**src/hdl/scc_pkg.sv**
```systemverilog
// shared types, constants and widths for the stick channel calibration block
package scc_pkg;

	localparam int CH_W             = 3;
	localparam int SAMPLE_W         = 12;
	localparam int CFG_IDX_W        = 3;
	localparam int CFG_W            = 49;
	localparam int NUM_CAL_REGS     = 6;
	localparam int NUM_CHANNELS_DEF = 6;

	localparam logic [SAMPLE_W-1:0] CENTRE = 12'd2048;
	localparam logic [SAMPLE_W-1:0] FULL   = 12'd4095;

	// centre scale is a power of two: the product becomes a shift
	localparam int CENTRE_SHIFT = 11;

	// serial divider geometry
	localparam int DIVIDEND_W = 24;
	localparam int DIGIT_W    = 2;
	localparam int DIV_STEPS  = DIVIDEND_W / DIGIT_W;
	localparam int STEP_CNT_W = $clog2(DIV_STEPS);

	typedef struct packed {
		logic                rev;
		logic [SAMPLE_W-1:0] band;
		logic [SAMPLE_W-1:0] mid;
		logic [SAMPLE_W-1:0] hi;
		logic [SAMPLE_W-1:0] lo;
	} cal_t;

	localparam cal_t CAL_RESET = cal_t'(49'd34376511488);

	typedef struct packed {
		logic busy;
		logic done;
	} div_stat_t;

endpackage

```
**src/hdl/scc_divider.sv**
```systemverilog
// radix-4 restoring divider, two quotient bits per cycle
module scc_divider (
	input  logic                            clk,
	input  logic                            arst_n,
	input  logic                            start,
	input  logic [scc_pkg::DIVIDEND_W-1:0]  dividend,
	input  logic [scc_pkg::SAMPLE_W-1:0]    divisor,
	output scc_pkg::div_stat_t              stat,
	output logic [scc_pkg::DIVIDEND_W-1:0]  quotient
);
	import scc_pkg::*;

	logic                  busy_q;
	logic                  done_q;
	logic [STEP_CNT_W-1:0] cnt_q;
	logic [SAMPLE_W-1:0]   rem_q;
	logic [SAMPLE_W-1:0]   div_q;
	logic [DIVIDEND_W-1:0] quo_q;

	logic [SAMPLE_W-1:0]   rem_d;
	logic [DIVIDEND_W-1:0] quo_d;

	always_comb begin
		logic [SAMPLE_W:0] trial;
		rem_d = rem_q;
		quo_d = quo_q;
		for (int k = 0; k < DIGIT_W; k++) begin
			trial = {rem_d, quo_d[DIVIDEND_W-1]};
			if (trial >= {1'b0, div_q}) begin
				rem_d = SAMPLE_W'(trial - {1'b0, div_q});
				quo_d = {quo_d[DIVIDEND_W-2:0], 1'b1};
			end else begin
				rem_d = trial[SAMPLE_W-1:0];
				quo_d = {quo_d[DIVIDEND_W-2:0], 1'b0};
			end
		end
	end

	always_ff @(posedge clk or negedge arst_n) begin
		if (!arst_n) begin
			busy_q <= 1'b0;
			done_q <= 1'b0;
			cnt_q  <= '0;
		end else begin
			done_q <= 1'b0;
			if (start) begin
				busy_q <= 1'b1;
				cnt_q  <= '0;
			end else if (busy_q) begin
				cnt_q <= cnt_q + 1'b1;
				if (cnt_q == STEP_CNT_W'(DIV_STEPS - 1)) begin
					busy_q <= 1'b0;
					done_q <= 1'b1;
				end
			end
		end
	end

	always_ff @(posedge clk) begin
		if (start) begin
			quo_q <= dividend;
			rem_q <= '0;
			div_q <= divisor;
		end else if (busy_q) begin
			quo_q <= quo_d;
			rem_q <= rem_d;
		end
	end

	assign stat.busy = busy_q;
	assign stat.done = done_q;
	assign quotient  = quo_q;

endmodule

```
**src/hdl/scc_range.sv**
```systemverilog
// per-channel observed minimum and maximum tracking
module scc_range #(
	parameter int NUM_CHANNELS = scc_pkg::NUM_CHANNELS_DEF
) (
	input  logic                          clk,
	input  logic                          arst_n,
	input  logic                          update,
	input  logic [scc_pkg::CH_W-1:0]      channel,
	input  logic [scc_pkg::SAMPLE_W-1:0]  sample,
	output logic [scc_pkg::SAMPLE_W-1:0]  seen_min,
	output logic [scc_pkg::SAMPLE_W-1:0]  seen_max
);
	import scc_pkg::*;

	localparam int CH_IDX_W = (NUM_CHANNELS > 1) ? $clog2(NUM_CHANNELS) : 1;
	localparam logic [CH_W:0] NUM_CH_L = (CH_W + 1)'(NUM_CHANNELS);

	logic [SAMPLE_W-1:0] low_q  [NUM_CHANNELS];
	logic [SAMPLE_W-1:0] high_q [NUM_CHANNELS];
	logic [SAMPLE_W-1:0] min_q;
	logic [SAMPLE_W-1:0] max_q;

	logic [CH_IDX_W-1:0] idx;
	logic                chan_ok;
	logic [SAMPLE_W-1:0] new_low;
	logic [SAMPLE_W-1:0] new_high;

	assign idx     = chan_ok ? channel[CH_IDX_W-1:0] : '0;
	assign chan_ok = {1'b0, channel} < NUM_CH_L;
	assign new_low  = (sample < low_q[idx])  ? sample : low_q[idx];
	assign new_high = (sample > high_q[idx]) ? sample : high_q[idx];

	always_ff @(posedge clk or negedge arst_n) begin
		if (!arst_n) begin
			for (int i = 0; i < NUM_CHANNELS; i++) begin
				low_q[i]  <= CENTRE;
				high_q[i] <= CENTRE;
			end
		end else if (update && chan_ok) begin
			low_q[idx]  <= new_low;
			high_q[idx] <= new_high;
		end
	end

	always_ff @(posedge clk) begin
		if (update) begin
			min_q <= chan_ok ? new_low  : '0;
			max_q <= chan_ok ? new_high : '0;
		end
	end

	assign seen_min = min_q;
	assign seen_max = max_q;

endmodule

```
**src/hdl/stick_channel_calibration.sv**
```systemverilog
// stick channel calibration top level: config registers, sequencer and output register
//
// each accepted transaction carries one raw 12-bit stick sample and its channel
// number. on acceptance the channel's observed minimum and maximum are widened to
// include the sample; then the sample is mapped through the channel's calibration
// register (low end, high end, middle, dead band, reverse). inside the dead band
// the result is 2048; below or at the middle it is 2048 - (middle-sample)*2048/
// (middle-low), above it (sample-middle)*2048/(high-middle) + 2048, with signed
// quotients truncated toward zero, clamped to 0..4095 and mirrored when reverse is
// set. a zero divisor gives 0 below the middle and 4095 above it. a channel number
// at or beyond NUM_CHANNELS changes nothing and returns calibrated 2048 with zero
// minimum and maximum. one transaction is worked on at a time: the setup state picks
// the branch and starts the divider, the serial divider runs its twelve two-bit
// steps, the result is scaled, clamped and registered, and the hold state loads it
// into the output register once that is free. in_stall drops in the cycle after the
// load, so no new transaction is accepted before then. the next transaction is
// accepted even while the previous result waits on out_stall; a finished result then
// waits in the sequencer until the output register is free. the user must write
// calibration registers through cfg_write / cfg_index / cfg_data only while the
// block is idle; the block itself does not enforce this. indexes beyond the register
// list are ignored, and channels without a register keep the reset calibration
module stick_channel_calibration #(
	parameter int NUM_CHANNELS = scc_pkg::NUM_CHANNELS_DEF
) (
	input  logic                           clk,
	input  logic                           arst_n,
	// configuration write port
	input  logic                           cfg_write,
	input  logic [scc_pkg::CFG_IDX_W-1:0]  cfg_index,
	input  logic [scc_pkg::CFG_W-1:0]      cfg_data,
	// input channel
	input  logic                           in_valid,
	output logic                           in_stall,
	input  logic [scc_pkg::CH_W-1:0]       channel,
	input  logic [scc_pkg::SAMPLE_W-1:0]   raw_sample,
	// output channel
	output logic                           out_valid,
	input  logic                           out_stall,
	output logic [scc_pkg::CH_W-1:0]       out_channel,
	output logic [scc_pkg::SAMPLE_W-1:0]   calibrated,
	output logic [scc_pkg::SAMPLE_W-1:0]   seen_min,
	output logic [scc_pkg::SAMPLE_W-1:0]   seen_max
);
	import scc_pkg::*;

	localparam int CH_IDX_W = (NUM_CHANNELS > 1) ? $clog2(NUM_CHANNELS) : 1;
	localparam logic [CH_W:0] NUM_CH_L = (CH_W + 1)'(NUM_CHANNELS);
	localparam int V_W = DIVIDEND_W + 2;
	localparam logic signed [V_W-1:0] CENTRE_V = $signed(V_W'(CENTRE));
	localparam logic signed [V_W-1:0] FULL_V   = $signed(V_W'(FULL));

	typedef enum logic [3:0] {
		ST_IDLE   = 4'b0001,
		ST_SETUP  = 4'b0010,
		ST_DIVIDE = 4'b0100,
		ST_HOLD   = 4'b1000
	} state_t;

	state_t state_q;

	// calibration registers
	cal_t cal_q [NUM_CHANNELS];

	// transaction being worked on
	logic [CH_W-1:0]     ch_q;
	logic [SAMPLE_W-1:0] sample_q;
	logic                lower_q;
	logic                band_hit_q;
	logic                zero_q;
	logic                neg_q;
	logic                rev_q;
	logic                chan_ok_q;
	logic [SAMPLE_W-1:0] res_q;

	// output register
	logic                out_valid_q;
	logic [CH_W-1:0]     out_ch_q;
	logic [SAMPLE_W-1:0] out_cal_q;
	logic [SAMPLE_W-1:0] out_min_q;
	logic [SAMPLE_W-1:0] out_max_q;

	logic in_accept;
	logic out_free;
	logic out_load;

	// branch selection
	logic [CH_IDX_W-1:0]        ch_idx;
	cal_t                       cal_sel;
	logic                       lower;
	logic [SAMPLE_W-1:0]        offset;
	logic signed [SAMPLE_W:0]   div_s;
	logic                       div_neg;
	logic [SAMPLE_W-1:0]        div_mag;
	logic                       chan_ok;
	logic                       div_start;
	logic [DIVIDEND_W-1:0]      dividend;

	div_stat_t             div_stat;
	logic [DIVIDEND_W-1:0] quotient;

	logic [SAMPLE_W-1:0] seen_min_w;
	logic [SAMPLE_W-1:0] seen_max_w;
	logic [SAMPLE_W-1:0] res_d;

	assign in_accept = in_valid && !in_stall;
	assign in_stall  = (state_q != ST_IDLE);
	assign out_free  = !out_valid_q || !out_stall;
	assign out_load  = (state_q == ST_HOLD) && out_free;
	assign div_start = (state_q == ST_SETUP);

	// config writes, out-of-range indexes dropped
	always_ff @(posedge clk or negedge arst_n) begin
		if (!arst_n) begin
			for (int i = 0; i < NUM_CHANNELS; i++) begin
				cal_q[i] <= CAL_RESET;
			end
		end else if (cfg_write && (cfg_index < CFG_IDX_W'(NUM_CAL_REGS))
				&& ({1'b0, cfg_index} < NUM_CH_L)) begin
			cal_q[cfg_index[CH_IDX_W-1:0]] <= cal_t'(cfg_data);
		end
	end

	// pick branch, distance and divisor for the latched sample
	assign chan_ok = {1'b0, ch_q} < NUM_CH_L;
	assign ch_idx  = chan_ok ? ch_q[CH_IDX_W-1:0] : '0;
	assign cal_sel = cal_q[ch_idx];
	assign lower   = sample_q <= cal_sel.mid;
	assign offset  = lower ? (cal_sel.mid - sample_q) : (sample_q - cal_sel.mid);
	assign div_s   = lower ? $signed({1'b0, cal_sel.mid} - {1'b0, cal_sel.lo})
	                       : $signed({1'b0, cal_sel.hi} - {1'b0, cal_sel.mid});
	assign div_neg = div_s[SAMPLE_W];
	assign div_mag = div_neg ? SAMPLE_W'(-div_s) : div_s[SAMPLE_W-1:0];
	assign dividend = DIVIDEND_W'({offset, {CENTRE_SHIFT{1'b0}}});

	scc_divider u_divider (
		.clk      (clk),
		.arst_n   (arst_n),
		.start    (div_start),
		.dividend (dividend),
		.divisor  (div_mag),
		.stat     (div_stat),
		.quotient (quotient)
	);

	scc_range #(
		.NUM_CHANNELS (NUM_CHANNELS)
	) u_range (
		.clk      (clk),
		.arst_n   (arst_n),
		.update   (in_accept),
		.channel  (channel),
		.sample   (raw_sample),
		.seen_min (seen_min_w),
		.seen_max (seen_max_w)
	);

	// scale around centre, clamp, mirror
	always_comb begin
		logic signed [V_W-1:0] q_v;
		logic signed [V_W-1:0] v;
		logic [SAMPLE_W-1:0]   c;
		q_v = $signed({2'b00, quotient});
		if (neg_q) begin
			q_v = -q_v;
		end
		v = lower_q ? (CENTRE_V - q_v) : (q_v + CENTRE_V);
		priority if (band_hit_q) begin
			c = CENTRE;
		end else if (zero_q) begin
			c = lower_q ? '0 : FULL;
		end else if (v < 0) begin
			c = '0;
		end else if (v > FULL_V) begin
			c = FULL;
		end else begin
			c = v[SAMPLE_W-1:0];
		end
		if (rev_q) begin
			c = FULL - c;
		end
		res_d = chan_ok_q ? c : CENTRE;
	end

	// sequencer
	always_ff @(posedge clk or negedge arst_n) begin
		if (!arst_n) begin
			state_q <= ST_IDLE;
		end else begin
			unique case (state_q)
				ST_IDLE: begin
					if (in_accept) begin
						state_q <= ST_SETUP;
					end
				end
				ST_SETUP: begin
					state_q <= ST_DIVIDE;
				end
				ST_DIVIDE: begin
					if (div_stat.done) begin
						state_q <= ST_HOLD;
					end
				end
				ST_HOLD: begin
					if (out_free) begin
						state_q <= ST_IDLE;
					end
				end
				default: begin
					state_q <= ST_IDLE;
				end
			endcase
		end
	end

	// transaction payload
	always_ff @(posedge clk) begin
		if (in_accept) begin
			ch_q     <= channel;
			sample_q <= raw_sample;
		end
		if (state_q == ST_SETUP) begin
			lower_q    <= lower;
			band_hit_q <= offset < cal_sel.band;
			zero_q     <= (div_s == '0);
			neg_q      <= div_neg;
			rev_q      <= cal_sel.rev;
			chan_ok_q  <= chan_ok;
		end
		if ((state_q == ST_DIVIDE) && div_stat.done) begin
			res_q <= res_d;
		end
	end

	// output register
	always_ff @(posedge clk or negedge arst_n) begin
		if (!arst_n) begin
			out_valid_q <= 1'b0;
		end else if (out_load) begin
			out_valid_q <= 1'b1;
		end else if (!out_stall) begin
			out_valid_q <= 1'b0;
		end
	end

	// observed range is stable from acceptance until the load, and held here after
	always_ff @(posedge clk) begin
		if (out_load) begin
			out_ch_q  <= ch_q;
			out_cal_q <= res_q;
			out_min_q <= seen_min_w;
			out_max_q <= seen_max_w;
		end
	end

	assign out_valid   = out_valid_q;
	assign out_channel = out_ch_q;
	assign calibrated  = out_cal_q;
	assign seen_min    = out_min_q;
	assign seen_max    = out_max_q;

	// checks on the sequencing and result fields
	a_setup_starts_div: assert property (@(posedge clk) disable iff (!arst_n)
		(state_q == ST_SETUP) |=> div_stat.busy)
		else $error("divider not busy after setup");

	a_done_in_divide: assert property (@(posedge clk) disable iff (!arst_n)
		div_stat.done |-> (state_q == ST_DIVIDE))
		else $error("divider finished outside divide state");

	a_min_le_max: assert property (@(posedge clk) disable iff (!arst_n)
		out_valid |-> (seen_min <= seen_max))
		else $error("observed minimum above maximum");

	a_bad_channel: assert property (@(posedge clk) disable iff (!arst_n)
		(out_valid && ({1'b0, out_channel} >= NUM_CH_L)) |->
		((calibrated == CENTRE) && (seen_min == '0) && (seen_max == '0)))
		else $error("out-of-range channel gave a calibrated result");

endmodule

```
**config.mk**
```make
export PLATFORM = sky130hd
export DESIGN_NAME = stick_channel_calibration
export DESIGN_NICKNAME = d
export VERILOG_FILES = /design/src/hdl/scc_pkg.sv /design/src/hdl/scc_divider.sv /design/src/hdl/scc_range.sv /design/src/hdl/stick_channel_calibration.sv
export SDC_FILE = /design/constraint.sdc
export NUM_CORES = 1
export LEC_CHECK = 0
export BUFFER_PORTS_ARGS = -buffer_cell sky130_fd_sc_hd__buf_2
export CAP_MARGIN = 5
export CORE_AREA = 2 2 227 229
export CTS_BUF_LIST = sky130_fd_sc_hd__clkbuf_4 sky130_fd_sc_hd__clkbuf_8
export DETAILED_ROUTE_END_ITERATION = 6
export DIE_AREA = 0 0 229 231
export PLACE_DENSITY = 0.82
export SLEW_MARGIN = 0
export SYNTH_ARGS = -nofsm -noshare
export SYNTH_HDL_FRONTEND = slang
export SYNTH_SLANG_ARGS = --single-unit
```
**constraint.sdc**
```tcl
create_clock -name clk -period 8.76 [get_ports clk]
set_input_delay 1.752 -clock clk [delete_from_list [all_inputs] [get_ports clk]]
set_output_delay 1.752 -clock clk [all_outputs]
set_load 0.01 [all_outputs]
```
* After elaboration in Yosys (flattened, before gate mapping) *
Cells that the tools add are included.

word-level totals
  flip-flop bits (word level) = 593
  output and inout port bits = 41

operators by class
  add/sub/neg operators = 12
  magnitude comparators = 17
  equal/unequal tests = 10
  mux-type cells = 51
  bitwise gates (word level) = 3
  reductions and logical operators = 15

operator list
  operator                                                         count
  bitwise mux 294 bit                                              1
  two-way mux 12 bit                                               17
  binary-select mux 49 bit (select 3 bit)                          1
  demux 49 bit (select 3 bit)                                      1
  two-way mux 49 bit                                               3
  bitwise mux 72 bit                                               2
  binary-select mux 12 bit (select 3 bit)                          2
  two-way mux 26 bit                                               2
  subtractor 12 bit                                                4
  two-way mux 23 bit                                               2
  demux 12 bit (select 3 bit)                                      1
  adder 26 x 13 -> 26 bit, second input constant                   1
  greater-or-equal comparator 13 x 12 -> 1 bit                     2
  greater-than comparator 26 x 13 -> 1 bit, second input constant  1
  < comparator 26 x 1 -> 1 bit, second input constant              1
  negation 24 -> 26 bit                                            1
  subtractor 12 x 12 -> 13 bit                                     2
  subtractor 13 x 26 -> 26 bit, first input constant               1
  < comparator 12 bit                                              2
  two-way mux 4 bit                                                5
  one-hot mux 4 bit (4 select lines)                               1
  logical NOT 13 bit                                               1
  two-way mux 13 bit                                               1
  greater-or-equal comparator 4 bit, second input constant         3
  other kinds (22)                                                 50

* Longest topological paths before layout *
  word-level depth = 11
  gate-level depth with buffers = 32
  gate-level depth less buffers = 26

* Modules after synthesis *
Synthesis repeated with hierarchy kept, for this count alone.

second synthesis, totals
  cell total of the unflattened synthesis = 3027
  area total of the unflattened synthesis = 33703.6 sq um

by module, submodules not included
  module                     times used  cells each  area each (sq um)  seq. area each (sq um)
  stick_channel_calibration  1           1810        21058.9            9743.1
  scc_range                  1           888         9142.5             4339.2
  scc_divider                1           329         3502.1             1471.4

* Worst setup path before layout *
No wires, ideal clock.

  path type = flip-flop to flip-flop
  start point = register ch_q[0]
  end point = register band_hit_q, data pin
  arrival = 6.827 ns
  required time = 8.593 ns
  path slack = 1.766 ns
  stages on the path, launching flop included = 31
  clock period less this slack = 6.994 ns
  cells stage by stage = edfxtp_1 -> clkbuf_1 -> buf_1 -> clkbuf_1 -> buf_1 -> mux2i_1 -> nand2_1 -> nand3_1 -> inv_1 -> ha_1 -> a21o_1 -> a21o_1 -> a21oi_1 -> o21bai_1 -> a2111oi_0 -> or3b_2 -> clkbuf_1 -> clkbuf_1 -> clkbuf_1 -> buf_1 -> mux2i_1 -> xnor2_1 -> ha_1 -> nor2b_1 -> o21ai_0 -> nand2b_1 -> a21oi_1 -> nor2b_1 -> o21ai_0 -> nand2b_1 -> a211oi_1

between the ends
  cells in the longest elaborated chain, start to end = 9
  elaborated cells on any way between the ends = 11
  classes of those cells = add/sub: 2; order compare: 3; mux: 5; bitwise: 1

RTL lines
  element                                                  line                              source
  start: declaration                                       stick_channel_calibration.sv:65   logic [CH_W-1:0] ch_q;
  start signal: assignment                                 stick_channel_calibration.sv:218  ch_q <= channel;
  < comparator 3 bit                                       stick_channel_calibration.sv:124  assign chan_ok = {1'b0, ch_q} < NUM_CH_L;
  two-way mux 3 bit *                                      stick_channel_calibration.sv:125  assign ch_idx = chan_ok ? ch_q[CH_IDX_W-1:0] : '0;
  inverter 3 -> 4 bit (not written as such) *              stick_channel_calibration.sv:126  assign cal_sel = cal_q[ch_idx];
  binary-select mux 49 bit (select 3 bit) *                stick_channel_calibration.sv:126
  two-way mux 49 bit (not written as such) * (2 in a row)  stick_channel_calibration.sv:126
  less-or-equal comparator 12 bit *                        stick_channel_calibration.sv:127  assign lower = sample_q <= cal_sel.mid;
  net lower                                                stick_channel_calibration.sv:89   logic lower;
  two-way mux 12 bit *                                     stick_channel_calibration.sv:128  assign offset = lower ? (cal_sel.mid - sample_q) : (sample_q - cal_sel.mid);
  < comparator 12 bit *                                    stick_channel_calibration.sv:223  band_hit_q <= offset < cal_sel.band;
  end signal: assignment                                   stick_channel_calibration.sv:223
  end: declaration                                         stick_channel_calibration.sv:68   logic band_hit_q;

The timed path passes the listed nets; every way through them passes the cells marked *. The select of a mux whose other input is x is not followed.
A chain may end at the register's enable or synchronous reset.

* Worst setup path after layout *
  start point = register ch_q[1]
  end point = register band_hit_q, data pin

between the ends
  cells in the longest elaborated chain, start to end = 9
  elaborated cells on any way between the ends = 11
  classes of those cells = add/sub: 2; order compare: 3; mux: 5; bitwise: 1

RTL lines
  element                                                                      line
  < comparator 3 bit                                                           stick_channel_calibration.sv:124
  two-way mux 3 bit *                                                          stick_channel_calibration.sv:125
  inverter 3 -> 4 bit (not written as such) *                                  stick_channel_calibration.sv:126
  binary-select mux 49 bit (select 3 bit) *                                    stick_channel_calibration.sv:126
  two-way mux 49 bit (not written as such) * (2 in a row)                      stick_channel_calibration.sv:126
  subtractor 12 bit / less-or-equal comparator 12 bit (equally long branches)  stick_channel_calibration.sv:128, stick_channel_calibration.sv:127
  two-way mux 12 bit                                                           stick_channel_calibration.sv:128
  < comparator 12 bit *                                                        stick_channel_calibration.sv:223

Mark *: on every way between the ends. The rest lies on a longest branch, timed or not. The select of a mux whose other input is x is not followed.

==> out/qor.yml <==
yosys:
  async_flop_share: 0.757
  ys_warn_count: 0
  synth_area_per_cell_sq_um: 11.8
  synth_seq_cells: 593
  ys_seq_area_frac: 0.477
  syn-cell-area_sq_um: 32400
  synth_edf_count: 120
  synth_cell_types: 83
  synthCells: 2750
  synth_nets: 2944
  ys_dominant_reg_cell: "dfrtp_1"
timing:
  setup_ws_ps: 2120
  finalClockSkew_ps: 35.0
  finalHoldViolCount: 0
  fin_crit_sh: 0.757
  rsz0062_at_grt: "false"
  tightest_slew_ps: 1150
  setup_viol: 0
  drv_slew: 0
  tns_ps: 0
  slew_headroom: 0.231
  fin_crit_ps: 6640
  timing.fmax_ghz: 0.151
floorplanning:
  die_w_um: 229
  start_util: 0.639
  die_h_um: 231
  ios: 113
  core_area_sq_um: 50700
  rows: 83
  die_area_sq_um: 52900
cts:
  cts_max_level: 3
  cts_sinks: 593
  cts_tree: "yes"
  cts_root_buf: "clkbuf_8"
  clkSlewWorstSetupHoldPaths_ps: 60
  cts_buffers: 95
  ctsResizeCount: 0
  holdBufCountCts: 0
  clock_path_buffers: 3
  cts_setup_buffers: 0
  clk_latency_ps: 690
grt:
  use_met2: 0.496
  grt_pass1_vias: 23500
  use_met3: 0.0590
  grt_usage: 0.300
  grt_max_degree: 202
  overflow: 0
  grt_busiest_layer: "met2"
  grt_use_met1: 0.386
  grt_pass1_wl_um: 126000
  antenna_found_initial: 9
routing:
  avgViaCountPerCell: 6.26
  wl_um: 78400
  wl_per_cell_um: 21.8
  drtAntennaViolNets: 0
  drc: 2
  drt_iter0_markers: 1809
  dr_total_vias: 22500
  firstDrtPassIters: 7
placement:
  io_buffers: 112
  dp.cells: 3421
  gp_congestion: 0.939
  place_ws_ps: 2080
  place_area_sq_um: 33600
  dp_hpwl_um: 51500
worst_setup_path:
  crit_type: "flop to flop"
  slowest_stage: "or3b_2"
  cp_slowest_stage_delay_ps: 840
  end_kind: "flop"
  cp_cell_sequence: "buf_4 > nor2b_2 > buf_4 > nand3_1 > nand3_1 > fa_1 > a21o_1 > a21o_1 > a21oi_1 > o21bai_1 > a2111oi_0 > or3b_2 > mux2i_1 > o21ai_0 > nand2_1 > a21oi_1 > xor2_1 > ha_1 > nor2b_1 > o21ai_0 > nand2b_1 > a211oi_1"
  reg2reg_from: "ch_q[1]$_DFFE_PP_"
  crit_path_start: "ch_q[1]$_DFFE_PP_"
  critical_path_arrival_ps: 7150
  path_delay_family: "compound AO/OA/AOI/OAI gates"
  critical_path_required_ps: 9280
  cp_num_buf_inv: 2
  cp_max_fo: 56
  startpoint_type: "flop"
layout:
  layoutNonFillerInstCount: 3598
  drive_above_1_share: 0.338
  nFillCells: 3529
  finalInstanceArea_sq_um: 35500
  nets: 3032
  utilization: 0.701
  area_growth_pct: 9.83
status:
  violations: "design-rule violations"
  outcome: "finished, violations left"
pwr:
  peakVddDrop_v: 0.000231
  p_per_area_nw_per_um2: 367
  power_leakage_nw: 15.6
flow_run:
  cap_violations: 0
hold_path:
  hp-start: "res_q[5]$_SDFFCE_PN0P_"
  hold_class: "flop to flop"
## where the power goes
| part | switching [W] | internal, W | total [W] |
|---|---|---|---|
| clock network | 0.00110 | 0.00136 | 0.00246 |
| logic | 0.00339 | 0.00277 | 0.00617 |
| registers | 0.000574 | 0.00384 | 0.00441 |
## state kept, by name, indices dropped and copies added (netlist names), 3 cells and up
register,flops
seen_max,12
res_q,12
state_q,4
u_range.low_q,72
u_divider.div_q,12
ch_q,3
u_divider.quotient,24
calibrated,12
u_divider.cnt_q,4
u_range.seen_max,12
u_range.seen_min,12
sample_q,12
out_channel,3
u_divider.rem_q,12
cal_q,294
u_range.high_q,72
seen_min,12
## per-layer routing
metal / part of all wire / routed length (um)
met1: 0.41 / 32300
met5: 0.00089 / 70
met3: 0.067 / 5240
met4: 0.037 / 2930
met2: 0.48 / 37800
## cell usage after synthesis (11+ instances only)
cell	count	area share
mux2_2	503	0.17
nor2b_1	48	0.0093
buf_1	31	0.0036
a21o_1	27	0.0063
nand4_1	29	0.0056
a21boi_0	14	0.0032
nor2_1	91	0.011
inv_1	104	0.012
xnor2_1	58	0.016
nand2_1	235	0.027
edfxtp_1	120	0.11
ha_1	116	0.045
dfstp_2	91	0.074
nand2b_1	32	0.0062
nand3_1	47	0.0073
and3_1	15	0.0029
dfxtp_1	24	0.015
clkbuf_1	114	0.013
a21oi_1	105	0.016
dfrtp_1	358	0.28
a32oi_1	26	0.0070
a31oi_1	13	0.0025
mux2i_1	171	0.053
buf_2	11	0.0017
xor2_1	26	0.0070
o21ai_0	98	0.015
nor3_1	33	0.0051
mux4_2	38	0.026
## metrics by stage
stage	hold WS (ps)	total power [W]
finish	417	0.0130
floorplan	400	0.00900
global route	421	0.0139
global placement	400	0.0102
detailed placement	405	0.0105
CTS	419	0.0130
## worst paths after layout
kind	cells past startpoint	slack, ps	end
min in group asynchronous	1	1110	cal_q[152]$_DFFE_PN0P_
max in group asynchronous	2	6010	u_divider.busy_q$_DFF_PN0_
hold / removal	0	420	calibrated[5]$_DFFE_PP_
setup reg to reg	22	2120	band_hit_q$_DFFE_PP_
setup / recovery	22	2120	band_hit_q$_DFFE_PP_
hold reg to reg	0	420	calibrated[5]$_DFFE_PP_
## logic make-up after synthesis
family / synth area share
buf+inv: 0.0319
flops: 0.477
simple gates: 0.0882
compound gates: 0.0770
xor+xnor: 0.0232
fa+ha+maj: 0.0486
mux: 0.254
## layout make-up
type,count,area [sq um],share of cell area
Sequential cell,593,15400,0.434
Tap cell,680,851,0.0239
Antenna cell,4,10.0,0.000282
Clock inverter,32,251,0.00707
Timing Repair Buffer,150,893,0.0251
Clock buffer,141,1730,0.0488
Inverter,106,398,0.0112
Multi-Input combinational cell,1892,16000,0.449
## cell usage in the layout (no fill, tap or decap), types with 8 or more instances in the layout
cell / instances
mux2_2: 503
dfrtp_1: 357
nand2_1: 235
mux2i_1: 171
edfxtp_1: 120
ha_1: 116
buf_2: 111
clkbuf_8: 108
inv_1: 104
a21oi_1: 104
o21ai_0: 98
dfstp_2: 91
nor2_1: 90
xnor2_1: 58
nor2b_1: 46
nand3_1: 45
mux4_2: 38
buf_4: 35
clkbuf_4: 33
nand2b_1: 32
nor3_1: 30
nand4_1: 29
a21o_1: 27
a32oi_1: 26
xor2_1: 26
dfxtp_1: 24
and3_1: 15
a21boi_0: 14
clkinv_2: 14
a31oi_1: 13
clkinv_1: 10
or3_1: 9
a211oi_1: 9
o21ai_1: 9
o31ai_1: 8
o41ai_1: 8
nor4_1: 8
Power figures use the tool's default switching activity.
